==> src/rtl/qec_pkg.sv <==
`timescale 1ns / 1ps
// Package for the quadrature encoder counter: shared types, register
// indexes and reset values. No dependencies.
package qec_pkg;

  typedef logic [1:0] phase_t;

  typedef enum logic [2:0] {
    ACT_NONE,
    ACT_SET_CW,
    ACT_SET_CCW,
    ACT_DEC,
    ACT_INC
  } action_t;

  // Decoder step handed from the phase table to the count and state logic
  typedef struct packed {
    phase_t  next_phase;
    action_t action;
  } qec_step_t;

  // Configuration register indexes
  typedef enum logic [1:0] {
    REG_STEP_SIZE = 2'd0,
    REG_MIN_COUNT = 2'd1,
    REG_MAX_COUNT = 2'd2
  } reg_index_t;

  localparam int CfgDataWidth = 16;

  localparam logic [7:0]  STEP_SIZE_RESET = 8'd1;
  localparam logic [14:0] MIN_COUNT_RESET = 15'd0;
  localparam logic [14:0] MAX_COUNT_RESET = 15'd500;

  localparam phase_t PHASE_RESET = 2'd0;

endpackage

==> src/rtl/qec_if.sv <==
`timescale 1ns / 1ps
// Channel interfaces of the quadrature encoder counter: input items,
// result items and configuration writes. Depends on qec_pkg.
interface qec_in_if;
  logic               valid;
  logic               ready;
  logic               op;
  logic               line_sel;
  logic               rising;
  logic signed [15:0] load_value;

  modport source (output valid, output op, output line_sel, output rising,
                  output load_value, input ready);
  modport sink   (input valid, input op, input line_sel, input rising,
                  input load_value, output ready);
endinterface

interface qec_out_if;
  logic               valid;
  logic               ready;
  logic signed [15:0] count;
  qec_pkg::phase_t    phase;

  modport source (output valid, output count, output phase, input ready);
  modport sink   (input valid, input count, input phase, output ready);
endinterface

interface qec_cfg_if;
  logic                              valid;
  logic                              ready;
  qec_pkg::reg_index_t               index;
  logic [qec_pkg::CfgDataWidth-1:0]  data;

  modport source (output valid, output index, output data, input ready);
  modport sink   (input valid, input index, input data, output ready);
endinterface

==> src/rtl/qec_decode.sv <==
`timescale 1ns / 1ps
// Phase table of the quadrature decoder: next phase and action for one
// edge event. Depends on qec_pkg.
module qec_decode (
  input  qec_pkg::phase_t    phase,
  input  logic               line_sel,
  input  logic               rising,
  output qec_pkg::qec_step_t step
);
  import qec_pkg::*;

  always_comb begin
    step.next_phase = phase;
    step.action     = ACT_NONE;
    case (phase)
      2'd0: begin
        if (!rising) begin
          if (!line_sel) begin
            step.next_phase = 2'd1;
            step.action     = ACT_SET_CW;
          end else begin
            step.next_phase = 2'd3;
            step.action     = ACT_SET_CCW;
          end
        end
      end
      2'd1: begin
        if (!line_sel && rising) begin
          step.next_phase = 2'd0;
          step.action     = ACT_DEC;
        end else if (line_sel && !rising) begin
          step.next_phase = 2'd2;
        end
      end
      2'd2: begin
        if (rising) begin
          step.next_phase = line_sel ? 2'd1 : 2'd3;
        end
      end
      2'd3: begin
        if (!line_sel && !rising) begin
          step.next_phase = 2'd2;
        end else if (line_sel && rising) begin
          step.next_phase = 2'd0;
          step.action     = ACT_INC;
        end
      end
      default: begin
        step.next_phase = phase;
      end
    endcase
  end

endmodule

==> src/rtl/qec_count.sv <==
`timescale 1ns / 1ps
// Count update of the quadrature encoder counter: step add or subtract
// with clamping. Depends on qec_pkg.
module qec_count (
  input  qec_pkg::action_t   action,
  input  logic               direction,
  input  logic signed [15:0] count,
  input  logic [7:0]         step_size,
  input  logic [14:0]        min_count,
  input  logic [14:0]        max_count,
  output logic signed [15:0] count_next
);
  import qec_pkg::*;

  logic signed [17:0] count_ext;
  logic signed [17:0] step_ext;
  logic signed [17:0] min_ext;
  logic signed [17:0] max_ext;
  logic signed [17:0] dec_sum;
  logic signed [17:0] inc_sum;

  assign count_ext = {{2{count[15]}}, count};
  assign step_ext  = {10'd0, step_size};
  assign min_ext   = {3'd0, min_count};
  assign max_ext   = {3'd0, max_count};
  assign dec_sum   = count_ext - step_ext;
  assign inc_sum   = count_ext + step_ext;

  always_comb begin
    count_next = count;
    case (action)
      ACT_DEC: begin
        if (!direction) begin
          count_next = (dec_sum < min_ext) ? {1'b0, min_count} : dec_sum[15:0];
        end
      end
      ACT_INC: begin
        if (direction) begin
          count_next = (inc_sum > max_ext) ? {1'b0, max_count} : inc_sum[15:0];
        end
      end
      default: begin
        count_next = count;
      end
    endcase
  end

endmodule

==> src/rtl/quadrature_encoder_counter_top.sv <==
`timescale 1ns / 1ps
// Quadrature encoder counter, top level. Depends on qec_pkg, qec_if,
// qec_decode and qec_count.
// An accepted input item is held in the input register, then moves to the result
// register once that register is empty or its item is being taken.
// Throughput: 1 item per cycle while the sink keeps taking results, set by the
// combinational phase table and count update on the state registers.
// Reset (rst, synchronous): phase 0, counter-clockwise, count 0,
// step_size 1, min_count 0, max_count 500, both stages empty.
module quadrature_encoder_counter_top (
  input  logic            clk,
  input  logic            rst,
  qec_in_if.sink          in_ch,
  qec_out_if.source       out_ch,
  qec_cfg_if.sink         cfg_ch
);
  import qec_pkg::*;

  // Configuration registers
  logic [7:0]  step_size;
  logic [14:0] min_count;
  logic [14:0] max_count;

  // Input register stage
  logic               s1_valid;
  logic               s1_op;
  logic               s1_line_sel;
  logic               s1_rising;
  logic signed [15:0] s1_load_value;

  // Decoder state
  phase_t             phase_reg;
  logic               direction;
  logic signed [15:0] count_reg;

  // Result register
  logic               res_valid;
  logic signed [15:0] res_count;
  phase_t             res_phase;

  // Next state
  phase_t             phase_next;
  logic               direction_next;
  logic signed [15:0] count_next;
  logic signed [15:0] step_count;
  qec_step_t          step;
  logic               advance;

  // Move the held item into the result register whenever that register is
  // empty or its item is being taken this cycle.
  assign advance     = s1_valid && (!res_valid || out_ch.ready);
  assign in_ch.ready = !s1_valid || advance;

  // Writes must only arrive while the block is idle; the block does not enforce this and takes them at once.
  assign cfg_ch.ready = 1'b1;

  always_ff @(posedge clk) begin
    if (rst) begin
      step_size <= STEP_SIZE_RESET;
      min_count <= MIN_COUNT_RESET;
      max_count <= MAX_COUNT_RESET;
    end else if (cfg_ch.valid) begin
      case (cfg_ch.index)
        REG_STEP_SIZE: step_size <= cfg_ch.data[7:0];
        REG_MIN_COUNT: min_count <= cfg_ch.data[14:0];
        REG_MAX_COUNT: max_count <= cfg_ch.data[14:0];
        default: begin
          // drop writes beyond the register list
        end
      endcase
    end
  end

  // Input register: hold the item until it advances.
  always_ff @(posedge clk) begin
    if (rst) begin
      s1_valid <= 1'b0;
    end else if (in_ch.ready) begin
      s1_valid <= in_ch.valid;
    end
  end

  always_ff @(posedge clk) begin
    if (in_ch.valid && in_ch.ready) begin
      s1_op         <= in_ch.op;
      s1_line_sel   <= in_ch.line_sel;
      s1_rising     <= in_ch.rising;
      s1_load_value <= in_ch.load_value;
    end
  end

  qec_decode u_decode (
    .phase    (phase_reg),
    .line_sel (s1_line_sel),
    .rising   (s1_rising),
    .step     (step)
  );

  qec_count u_count (
    .action     (step.action),
    .direction  (direction),
    .count      (count_reg),
    .step_size  (step_size),
    .min_count  (min_count),
    .max_count  (max_count),
    .count_next (step_count)
  );

  // A load overwrites the count and leaves phase and direction alone; an
  // edge event follows the phase table.
  always_comb begin
    phase_next     = phase_reg;
    direction_next = direction;
    count_next     = count_reg;
    if (s1_op) begin
      count_next = s1_load_value;
    end else begin
      phase_next = step.next_phase;
      count_next = step_count;
      case (step.action)
        ACT_SET_CW:  direction_next = 1'b1;
        ACT_SET_CCW: direction_next = 1'b0;
        default:     direction_next = direction;
      endcase
    end
  end

  // Commit state only when the item advances into the result register.
  always_ff @(posedge clk) begin
    if (rst) begin
      phase_reg <= PHASE_RESET;
      direction <= 1'b0;
      count_reg <= '0;
    end else if (advance) begin
      phase_reg <= phase_next;
      direction <= direction_next;
      count_reg <= count_next;
    end
  end

  // Result register: hold the result until the sink takes it.
  always_ff @(posedge clk) begin
    if (rst) begin
      res_valid <= 1'b0;
    end else if (advance) begin
      res_valid <= 1'b1;
    end else if (out_ch.ready) begin
      res_valid <= 1'b0;
    end
  end

  always_ff @(posedge clk) begin
    if (advance) begin
      res_count <= count_next;
      res_phase <= phase_next;
    end
  end

  assign out_ch.valid = res_valid;
  assign out_ch.count = res_count;
  assign out_ch.phase = res_phase;

endmodule

==> src/flat_wrapper.sv <==
// flat-port wrapper written by rule: the top's interface ports become plain ports
module quadrature_encoder_counter_top_flat import qec_pkg::*;
  (clk, rst, in_ch_valid, in_ch_op, in_ch_line_sel, in_ch_rising, in_ch_load_value, in_ch_ready, out_ch_valid, out_ch_count, out_ch_phase, out_ch_ready, cfg_ch_valid, cfg_ch_index, cfg_ch_data, cfg_ch_ready);
  qec_in_if in_ch_i ();
  qec_out_if out_ch_i ();
  qec_cfg_if cfg_ch_i ();
  input  logic clk;
  input  logic rst;
  input wire logic [$bits(in_ch_i.valid)-1:0] in_ch_valid;
  input wire logic [$bits(in_ch_i.op)-1:0] in_ch_op;
  input wire logic [$bits(in_ch_i.line_sel)-1:0] in_ch_line_sel;
  input wire logic [$bits(in_ch_i.rising)-1:0] in_ch_rising;
  input wire logic [$bits(in_ch_i.load_value)-1:0] in_ch_load_value;
  output wire logic [$bits(in_ch_i.ready)-1:0] in_ch_ready;
  output wire logic [$bits(out_ch_i.valid)-1:0] out_ch_valid;
  output wire logic [$bits(out_ch_i.count)-1:0] out_ch_count;
  output wire logic [$bits(out_ch_i.phase)-1:0] out_ch_phase;
  input wire logic [$bits(out_ch_i.ready)-1:0] out_ch_ready;
  input wire logic [$bits(cfg_ch_i.valid)-1:0] cfg_ch_valid;
  input wire logic [$bits(cfg_ch_i.index)-1:0] cfg_ch_index;
  input wire logic [$bits(cfg_ch_i.data)-1:0] cfg_ch_data;
  output wire logic [$bits(cfg_ch_i.ready)-1:0] cfg_ch_ready;
  assign in_ch_i.valid = in_ch_valid;
  assign in_ch_i.op = in_ch_op;
  assign in_ch_i.line_sel = in_ch_line_sel;
  assign in_ch_i.rising = in_ch_rising;
  assign in_ch_i.load_value = in_ch_load_value;
  assign in_ch_ready = in_ch_i.ready;
  assign out_ch_valid = out_ch_i.valid;
  assign out_ch_count = out_ch_i.count;
  assign out_ch_phase = out_ch_i.phase;
  assign out_ch_i.ready = out_ch_ready;
  assign cfg_ch_i.valid = cfg_ch_valid;
  assign cfg_ch_i.index = cfg_ch_index;
  assign cfg_ch_i.data = cfg_ch_data;
  assign cfg_ch_ready = cfg_ch_i.ready;
  quadrature_encoder_counter_top u_core (.clk(clk), .rst(rst), .in_ch(in_ch_i), .out_ch(out_ch_i), .cfg_ch(cfg_ch_i));
endmodule
==> config.mk <==
export PLATFORM = sky130hd
export DESIGN_NAME = quadrature_encoder_counter_top_flat
export DESIGN_NICKNAME = d
export VERILOG_FILES = /design/src/rtl/qec_pkg.sv /design/src/rtl/qec_if.sv /design/src/rtl/qec_decode.sv /design/src/rtl/qec_count.sv /design/src/rtl/quadrature_encoder_counter_top.sv /design/src/flat_wrapper.sv
export SDC_FILE = /design/constraint.sdc
export NUM_CORES = 1
export LEC_CHECK = 0
export ABC_AREA = 0
export BUFFER_PORTS_ARGS = -buffer_cell sky130_fd_sc_hd__buf_4
export CAP_MARGIN = 20
export CELL_PAD_IN_SITES_DETAIL_PLACEMENT = 2
export CELL_PAD_IN_SITES_GLOBAL_PLACEMENT = 2
export CORE_MARGIN = 10
export CORE_UTILIZATION = 38
export CTS_BUF_LIST = sky130_fd_sc_hd__clkbuf_2
export DETAILED_ROUTE_END_ITERATION = 6
export PLACE_DENSITY_LB_ADDON = 0.2
export SKIP_CTS_REPAIR_TIMING = 1
export SYNTH_ARGS = -nofsm -noshare
export SYNTH_HDL_FRONTEND = slang
export SYNTH_HIERARCHICAL = 1
export SYNTH_SLANG_ARGS = --single-unit
==> constraint.sdc <==
create_clock -name clk -period 6.4 [get_ports clk]
set_clock_uncertainty 0.1 [all_clocks]
set_input_delay 1.28 -clock clk [delete_from_list [all_inputs] [get_ports clk]]
set_output_delay 1.28 -clock clk [all_outputs]
set_load 0.01 [all_outputs]
; Word-level counts from Yosys, hierarchy flattened
; Index checks and enable logic that the tools add are counted.
[totals]
output_inout_bits = 21
regBits = 96
[classes]
mux = 22
reduce_logical = 20
n_lt_le_gt_ge = 2
addsub = 2
eq_ne = 9
n_bitwise = 1
[op_table]
columns = cell, n
row1 = 2-to-1 mux 16 bit, 5
row2 = one-hot mux 16 bit (2 select lines), 1
row3 = less-than comparator 18 x 16 -> 1 bit, 1
row4 = adder 16 x 9 -> 17 bit, 1
row5 = > comparator 17 x 16 -> 1 bit, 1
row6 = subtractor 16 x 9 -> 17 bit, 1
row7 = 2-to-1 mux 5 bit, 3
row8 = 2-to-1 mux 2 bit, 7
row9 = one-hot mux 3 bit (3 select lines), 1
row10 = one-hot mux 2 bit (4 select lines), 1
row11 = "== test 2 bit, second input constant", 3
row12 = "== test 3 x 2 -> 1 bit, second input constant", 2
row13 = logical AND 1 bit, 6
row14 = AND reduction 2 bit, 3
row15 = "== test 2 x 1 -> 1 bit, second input constant", 2
row16 = zero test 1 bit, 4
row17 = zero test 2 bit, 2
row18 = nonzero test 2 bit, 2
row19 = "== test 3 x 1 -> 1 bit, second input constant", 1
row20 = "== test 3 bit, second input constant", 1
row21 = 2-to-1 mux 3 bit, 1
row22 = AND reduction 3 bit, 1
row23 = logical OR 1 bit, 2
row24 = 2-to-1 mux 1 bit, 2
row25 = 2 further kinds, 2

; Longest topological paths before layout
[depth]
word_depth = 7
mapped_depth = 22
depth_no_buf = 21

; Hierarchy
; Netlist, hierarchy kept.
[by_module_without_submodules]
columns = mod, n_inst, cells_per_inst, area_per_inst_um2
row1 = quadrature_encoder_counter_top, 1, 320, 3567.2
row2 = qec_count, 1, 393, 2741.4
row3 = qec_decode, 1, 11, 78.8

; Least setup slack after synthesis
; OpenSTA, ideal clock, no wires.
[synth_path]
kind = reg2reg
start = register u_core.step_size[1]
end = register u_core.count_reg[9]
t_arrival_ps = 4601
period_less_slack_ps = 4833
stages_incl_launch_ff = 21
required_ps = 6168
setup_slack_ps = 1567
path_cell_list = dfxtp_1 > inv_1 > ha_1 > nor2b_1 > o31a_1 > o31a_1 > o31a_1 > nor3_1 > xor2_1 > ha_1 > o21ai_0 > o21ai_0 > or4_1 > a221oi_2 > clkbuf_1 > o21ai_0 > o21ai_1 > o221ai_1 > mux2_2 > nor3_1 > nor3_1
[synth_between]
elab_chain_cells = 6
elab_cells_between_ends = 10
[synth_lines]
columns = element, line_no
row1 = from (decl), quadrature_encoder_counter_top.sv:20  ; logic [7:0] step_size;
row2 = from (signal assigned), quadrature_encoder_counter_top.sv:64  ; REG_STEP_SIZE: step_size <= cfg_ch.data[7:0];
row3 = subtractor 16 x 9 -> 17 bit or adder 16 x 9 -> 17 bit (tied branches), "qec_count.sv:26, qec_count.sv:27"
row4 = less-than comparator 18 x 16 -> 1 bit or > comparator 17 x 16 -> 1 bit (tied branches), "qec_count.sv:34, qec_count.sv:39"
row5 = 2-to-1 mux 16 bit (on tied branches), "qec_count.sv:34, qec_count.sv:39"
row6 = 2-to-1 mux 16 bit (on tied branches), "qec_count.sv:33, qec_count.sv:38"
row7 = one-hot mux 16 bit (2 select lines) *, qec_count.sv:31  ; case (action)
row8 = named net u_core.step_count[9], quadrature_encoder_counter_top.sv:45  ; logic signed [15:0] step_count;
row9 = 2-to-1 mux 16 bit *, quadrature_encoder_counter_top.sv:115  ; if (s1_op) begin
row10 = named net u_core.count_next[9], quadrature_encoder_counter_top.sv:44  ; logic signed [15:0] count_next;
row11 = to (signal assigned), quadrature_encoder_counter_top.sv:137  ; count_reg <= count_next;
row12 = to (decl), quadrature_encoder_counter_top.sv:34  ; logic signed [15:0] count_reg;
; The timed path passes the listed nets; every way through them passes the cells marked *.
; A chain may end at the register's enable or synchronous reset.

; Worst setup path in the final report
[layout_path]
start = register u_core.step_size[5]
end = register u_core.count_reg[12]
; The elaborated chain is that of the path after synthesis.

==> results.toml <==
[timing]
period_share = 0.940
final-hold-violation-count = 0
setup_viol = 0
slew_violations = 0
worstMarginPinSlew_ns = 1.05
fmax_ghz = 0.166
slew_headroom = 0.303
fin_tns_setup_ns = 0
period_minus_slack_ns = 6.02
rsz0062_at_grt = "false"

[setup_path]
rr_worst_depth = 20
critPathArrivalTime_ns = 6.46
crit_fanout = 15
crit_path_end_kind = "flop"
rrSetupSlack_ns = 0.38
startpoint = "u_core/step_size[5]"
cp-start-kind = "flop"
crit_required_ns = 6.84
worstReg2RegStart = "u_core/step_size[5]"
path_class = "reg2reg"
r2r-end = "u_core/count_reg[12]"

[grt]
grt_start_max_net_pins = 60
antenna_found_initial = 1
first_global_vias = 6051
grt_pass1_wl_um = 33800
grt-ovfl-total = 0
grt.total_usage = 0.193

[detailed_routing]
wl_per_cell_um = 21.9
ant_nets = 0
wl_met3_um = 456
highest_layer = "met4"
drtPass1Iterations = 4
avgViaCountPerCell = 5.55
vias = 5438
routed_wl_um = 21500
wl_met1_um = 9290
first_iter_violations = 251
drc_errors = 0
wl_met2_um = 11400

[clock_network]
clock_path_buffers = 2
cts_tree = "yes"
cts_sinks = 96
cts_made_buffers = 9
clkTransAtPathRegs_ns = 0.30
root_buffer = "clkbuf_2"
htree_num_levels = 3
clk_latency_ns = 0.64

[outcome]
status = "finished, final reports clean"

[yosys]
synth_top_family_by_area = "simple AND/OR/NAND/NOR gates"
synth_edf_count = 37
synth_compound_area_frac = 0.169
syn-cell-area_mm2 = 0.00639
ys.flop_type = "dfxtp_1"
ys_seq_area_frac = 0.359
synth_mux_area_frac = 0.0611
synth.distinct_cells = 75
synth_fa_ha_area_frac = 0.0944
async_reset_ff_frac = 0
synth_seq_cells = 96
synthCells = 724
synthSimpleGateAreaFrac = 0.210
synth_warnings = 6
avgSynthCellArea_um2 = 8.82
syn-num-nets = 813
synth-xor-area-share = 0.0357

[place]
portBuffers = 60
dp_cells = 962
place_congestion = 0.876
hpwlAfterDp_um = 16600

[cells_and_area]
fin_cells = 979
layout-drive-gt1-share = 0.179
fillers = 1860
layout_common_cells = "nand2_1, buf_4, a21oi_1, dfxtp_1, nor3_1"
syn2layout_area_growth_pct = 9.62
final_common_cell = "nand2_1"
fin_nets = 842

[worst_hold_path]
min_to = "u_core/min_count[9]"
holdPathStages = 2
hold_class = "reg2reg"
hp-start = "u_core/min_count[9]"

[floorplan]
top_level_ports = 63
core_area_mm2 = 0.0165
initial_core_util = 0.387
rows = 47
die_width_um = 150
die_area_mm2 = 0.0224
die_h_um = 150

[power_and_ir_drop]
power_density_mw_per_mm2 = 222
power.leakage_nw = 2.65
vdd_ir_drop_max_uv = 106

[flow_run]
cap_violations = 0
through the flow:
stage                     utilization  worst slack, ns  hold WS (ns)  total power [W]  area (um2)
after global placement          0.417            0.728         0.348          0.00123        6890
after floorplan                     -             1.57         0.336          0.00108        6390
after global routing            0.424           0.0777         0.417          0.00165        7000
after CTS                       0.424            0.432         0.385          0.00157        7000
final                           0.424            0.383         0.380          0.00155        7000
after detailed placement        0.417            0.481         0.358          0.00126        6890
kinds of logic (layout without fill, tap and decap cells):
logic type	Yosys count	count (layout)
AO/OA/AOI/OAI	164	164
buffers and inverters	95	129
multiplexers	36	36
AND/OR/NAND/NOR	259	259
adder cells (fa/ha/maj)	47	47
flip-flops	96	96
other	1	2
XOR/XNOR	26	26
cell usage after synthesis, types with 6 or more instances:
cell type  number  area, um2
o211ai_1        7       52.6
inv_1          46        173
xor2_1         10       87.6
nand2_1        92        345
ha_1           45        563
buf_4           6       45.0
nand3_1         8       40.0
nor2b_1         7       43.8
xnor2_1        16        140
a21oi_1        67        335
nor2_1         31        116
edfxtp_1       37       1110
nor3_1         58        290
nand3b_1       14        105
clkbuf_1       20       75.1
mux2_2         20        225
buf_6           7       78.8
dfxtp_1        59       1180
mux2i_1        15        150
buf_2          15       75.1
o21ai_0        29        145
cell type report:
cell class | instances | area [um2] | area share
antenna | 1 | 2.50 | 0.000357
inverter | 46 | 173 | 0.0247
timing repair buffer | 67 | 503 | 0.0718
tap | 220 | 275 | 0.0393
multi-input combinational | 533 | 3640 | 0.521
sequential | 96 | 2290 | 0.327
clock buffer | 9 | 45.0 | 0.00643
clock inverter | 7 | 66.3 | 0.00947
how the worst max path moves through the flow:
stage	to	slack, ns
floorplan	u_core/count_reg[9]	1.57
global placement	u_core/count_reg[1]	0.73
detailed placement	u_core/count_reg[12]	0.48
CTS	u_core/count_reg[12]	0.43
global route	u_core/count_reg[12]	0.08
finish	u_core/count_reg[12]	0.38
critical path: stages, from the launching register on:
cell and delay, ns:
dfxtp_1 0.47, inv_1 0.06, ha_1 0.44, nor3_1 0.31, o31a_1 0.31, o31a_2 0.24
nor2b_1 0.30, nand4_1 0.17, xnor2_1 0.19, ha_1 0.34, and4_1 0.26, nand4_1 0.18
a31oi_1 0.36, nor4_1 0.11, a21oi_2 0.72, nor2_8 0.17, mux2_4 0.34, a221o_1 0.34
mux2_2 0.29, nor3_1 0.18, nor3_1 0.07
power breakdown:
part           total [W]  switching, W  internal [W]  leakage [nW]
combinational   0.000535      0.000321      0.000215          1.74
sequential      0.000714     0.0000411      0.000673         0.840
clock           0.000306      0.000245     0.0000609        0.0676
metal layers:
layer / track usage / up-vias
li1: - / 2622
met1: 0.227 / 2747
met2: 0.357 / 50
met3: 0.0266 / 19
met4: 0.0496 / 0
met5: 0 / -
Power figures use the tool's default switching activity.
